--- src/rtl/core/double_ended_record_queue_unit_defines.svh ---
// Assertion macros shared by the record queue RTL.
// No dependencies; included by files that carry concurrent checks.
`ifndef DOUBLE_ENDED_RECORD_QUEUE_UNIT_DEFINES_SVH
`define DOUBLE_ENDED_RECORD_QUEUE_UNIT_DEFINES_SVH

`ifndef ASSERT_OFF
// check prop on every rising clock edge outside reset
`define DERQ_ASSERT(lbl, clk, rst, prop, msg) \
   lbl: assert property (@(posedge clk) disable iff (rst) prop) else $error(msg);
// check prop on every rising clock edge, reset included
`define DERQ_ASSERT_ALWAYS(lbl, clk, prop, msg) \
   lbl: assert property (@(posedge clk) prop) else $error(msg);
`else
`define DERQ_ASSERT(lbl, clk, rst, prop, msg)
`define DERQ_ASSERT_ALWAYS(lbl, clk, prop, msg)
`endif

`endif

--- src/rtl/core/derq_pkg.sv ---
// Types and codes of the record queue: operation kinds, result status codes,
// controller/datapath command and status structs. No dependencies.
`default_nettype none

package derq_pkg;

   // full field widths of a record at the ports
   localparam int NAME_FULL_W = 160;
   localparam int TEL_FULL_W  = 128;

   // operation kinds
   localparam logic [2:0] KIND_PUSH_FRONT = 3'd0;
   localparam logic [2:0] KIND_PUSH_BACK  = 3'd1;
   localparam logic [2:0] KIND_POP_FRONT  = 3'd2;
   localparam logic [2:0] KIND_POP_BACK   = 3'd3;
   localparam logic [2:0] KIND_CLEAR      = 3'd4;
   localparam logic [2:0] KIND_DUMP       = 3'd5;

   // result status codes
   localparam logic [1:0] STAT_RECORD = 2'd0;
   localparam logic [1:0] STAT_DONE   = 2'd1;
   localparam logic [1:0] STAT_FULL   = 2'd2;
   localparam logic [1:0] STAT_EMPTY  = 2'd3;

   typedef struct packed {
      logic op_go;       // execute a single-result operation
      logic dump_start;  // begin a dump of a non-empty list
      logic dump_step;   // send one dumped record
   } derq_cmd_type;

   typedef struct packed {
      logic is_empty;
      logic out_free;    // result register can load this cycle
      logic dump_last;   // the record about to be sent ends the dump
   } derq_stat_type;

endpackage

`default_nettype wire

--- src/rtl/core/derq_ctrl.sv ---
// Controller of the record queue: accepts operations, sequences dumps.
// Depends on derq_pkg.
`default_nettype none

module derq_ctrl (
   input  wire logic                   clock,
   input  wire logic                   reset,
   input  wire logic                   req_valid,
   input  wire logic [2:0]             req_kind,
   output logic                        req_ready,
   input  wire derq_pkg::derq_stat_type stat,
   output derq_pkg::derq_cmd_type      cmd
);

   import derq_pkg::*;

   typedef enum logic {
      ST_IDLE,
      ST_DUMP
   } state_type;

   state_type state_ff;
   state_type state_in;

   always_comb begin
      cmd       = '0;
      req_ready = 1'b0;
      state_in  = state_ff;
      unique case (state_ff)
         ST_IDLE: begin
            req_ready = stat.out_free;
            if (req_valid && stat.out_free) begin
               if (req_kind == KIND_DUMP && !stat.is_empty) begin
                  cmd.dump_start = 1'b1;
                  state_in       = ST_DUMP;
               end else begin
                  cmd.op_go = 1'b1;
               end
            end
         end
         ST_DUMP: begin
            // advance one record whenever the result register frees up
            if (stat.out_free) begin
               cmd.dump_step = 1'b1;
               if (stat.dump_last) begin
                  state_in = ST_IDLE;
               end
            end
         end
      endcase
   end

   always_ff @(posedge clock) begin
      if (reset) begin
         state_ff <= ST_IDLE;
      end else begin
         state_ff <= state_in;
      end
   end

endmodule

`default_nettype wire

--- config.mk ---
export PLATFORM = sky130hd
export DESIGN_NAME = derq_ctrl
export DESIGN_NICKNAME = d
export VERILOG_FILES = /design/src/rtl/core/double_ended_record_queue_unit_defines.svh /design/src/rtl/core/derq_pkg.sv /design/src/rtl/core/derq_ctrl.sv
export SDC_FILE = /design/constraint.sdc
export NUM_CORES = 1
export LEC_CHECK = 0
export BUFFER_PORTS_ARGS = -buffer_cell sky130_fd_sc_hd__buf_2
export CAP_MARGIN = 20
export CORE_AREA = 8 8 45 47
export CTS_BUF_LIST = sky130_fd_sc_hd__clkbuf_16
export DETAILED_ROUTE_END_ITERATION = 6
export DIE_AREA = 0 0 53 55
export GPL_TIMING_DRIVEN = 0
export SYNTH_ARGS = -nofsm -noshare
export SYNTH_HDL_FRONTEND = slang
export SYNTH_SLANG_ARGS = --single-unit
--- constraint.sdc ---
create_clock -name clock -period 0.8 [get_ports clock]
set_input_delay 0 -clock clock [delete_from_list [all_inputs] [get_ports clock]]
set_output_delay 0 -clock clock [all_outputs]
set_load 0.03 [all_outputs]
==> flow_metrics.env <==
export IMPL_initial_core_util=0.0669
export IMPL_coreArea_um2=1380
export IMPL_nNetsFinal=32
export IMPL_critPathCaptureType="output port"
export IMPL_avgSynthCellArea_um2=10.3
export IMPL_ant_nets=0
export IMPL_fin_area_um2=209
export IMPL_overflow=0
export IMPL_die_area_um2=2920
export IMPL_syn_area_um2=92.6
export IMPL_crit_required_ns=0.80
export IMPL_placed_cell_area_um2=179
export IMPL_cpPeakStageDelay_ns=0.30
export IMPL_path_buf_inv=1
export IMPL_ir_drop_uv=117
export IMPL_netlist_instances=9
export IMPL_reg2reg_slack_ns=0.05
export IMPL_hold_path_class="input port to register"
export IMPL_post_cts_setup_buffers=0
export IMPL_dp_cells=37
export IMPL_worstPathCellList="and2b_4 > and3_4 > buf_6"
export IMPL_status="finished with violations"
export IMPL_drtPass1Iterations=2
export IMPL_netlist_area_leader_share=0.243
export IMPL_cellPowerDensity_nw_per_um2=594
export IMPL_hold_violations=0
export IMPL_largest_reg_flops=1
export IMPL_hold_buffers=0
export IMPL_drc=0
export IMPL_maxSlewHeadroom=0.895
export IMPL_violations="setup timing"
export IMPL_multiInputGateArea_um2=95.1
export IMPL_p_leak_uw=0.0000894
export IMPL_synth_most_common_cell="nand4bb_1"
export IMPL_ys_flop_type="dfxtp_1"
export IMPL_finalClockSkew_ns=0
export IMPL_rsz0062_at_grt="yes"
export IMPL_place_gp_congestion=0.730
export IMPL_critPathArrivalTime_ns=0.83
export IMPL_ys_top_cells_by_area="nand4bb_1 (24%), dfxtp_1 (22%), and4bb_2 (14%), a21bo_2 (11%), and2b_1 (8.1%)"
export IMPL_clk_latency_ns=0
export IMPL_routedWlPerCell_um=10.3
export IMPL_worst_slew_pin_slew_ns=0.159
export IMPL_ys_types=8
export IMPL_globalRouteTotalUtil=0.0196
export IMPL_drive_above_1_share=0.857
export IMPL_setup_tns_ns=-0.0294
export IMPL_regMostFlops="state_ff"
export IMPL_fmax_mhz=1210
export IMPL_instances_no_fill=37
export IMPL_final_max_slew_viol_count=0
export IMPL_min_period_over_period=1.04
export IMPL_rows=14
export IMPL_area_growth_pct=126
export IMPL_slowest_stage="dfxtp_2"
export IMPL_finalCriticalPeriod_ns=0.829
export IMPL_grt_max_degree=6
export IMPL_crit_path_max_fanout=5
export IMPL_grt_pass1_vias=104
export IMPL_dp_hpwl_um=338
export IMPL_drtIter0Drc=2
export IMPL_grt_pass1_wl_um=469
export IMPL_synth_top_area_cell="nand4bb_1"
export IMPL_cap_violations=0
export IMPL_vias_per_cell=3.41
export IMPL_regArea_um2=21.3
export IMPL_synth_nets=18
export IMPL_ys_seq_area_frac=0.216
export IMPL_hold_slack_ns=0.215
export IMPL_io_pins=13
export IMPL_cp_top_family="simple AND/OR/NAND/NOR gates"
export IMPL_crit_type="register to output port"
export IMPL_die_height_um=55
export IMPL_synth_edf_count=0
export IMPL_setup_viol=1
export IMPL_setup_ws_ns=-0.0294
export IMPL_clk_pin_slew_ns=0
export IMPL_largestRegisters="state_ff: 1 flops"
export IMPL_antenna_cells=0
export IMPL_yosys_warnings=0
export IMPL_ys_seq_elements=1
export IMPL_die_w_um=53
export IMPL_drt_wl_total_um=381
export IMPL_place_ws_ns=-0.0938
export IMPL_vias=126
export IMPL_io_buffer_count=12
export IMPL_crit_path_start_kind="register"
export IMPL_async_flop_share=0
export IMPL_antenna_found_initial=0
export IMPL_fillerInstances=157
## layer usage
metal | global-route usage | vias up | share of wire
li1 | - | 61 | -
met1 | 0.0197 | 52 | 0.33
met2 | 0.0313 | 13 | 0.31
met3 | 0.0187 | 0 | 0.36
met4 | 0 | 0 | 0
met5 | 0 | - | 0
## layout make-up
type	count	share of cell area
timing repair buffer	12	0.347
sequential	1	0.102
tap	16	0.0958
multi-input combinational	8	0.455
## final timing paths
kind	end	cells after the start	from
setup / recovery	cmd[2]	3	state_ff$_SDFF_PP0_
hold / removal	state_ff$_SDFF_PP0_	2	reset
setup reg to reg	state_ff$_SDFF_PP0_	2	state_ff$_SDFF_PP0_
hold reg to reg	state_ff$_SDFF_PP0_	2	state_ff$_SDFF_PP0_
## power by group
part,switching [uW],internal [uW]
registers,0.412,51.5
logic,32.8,39.4
clock network,0,0
## cell usage in the layout, fill, tap and decap left out
cell type	count
a21bo_2	1
and2_1	1
and2b_4	1
and3_4	1
and4bb_2	1
buf_2	10
buf_6	2
dfxtp_2	1
nand4bb_1	1
nand4bb_4	1
o22ai_1	1
## metrics by stage
step                      power, uW   util
after detailed placement        111  0.129
final                           124  0.151
after CTS                       124  0.148
after floorplan                82.2      -
after global routing            129  0.151
after global placement          110  0.129
## logic make-up after synthesis
family	synth area share
flip-flops	0.216
AO/OA/AOI/OAI	0.176
AND/OR/NAND/NOR	0.608
## worst reg2reg max path: cells and delay by family (launching register included)
| kind | cells | cell delay [ns] |
|---|---|---|
| flops | 1 | 0.32 |
| compound gates | 2 | 0.34 |
## repair_timing
action	in CTS	in global routing
pin swaps	0	0
resized for setup	5	1
setup endpoints to repair	2	2
hold endpoints to repair	0	0
Power figures use the tool's default switching activity.
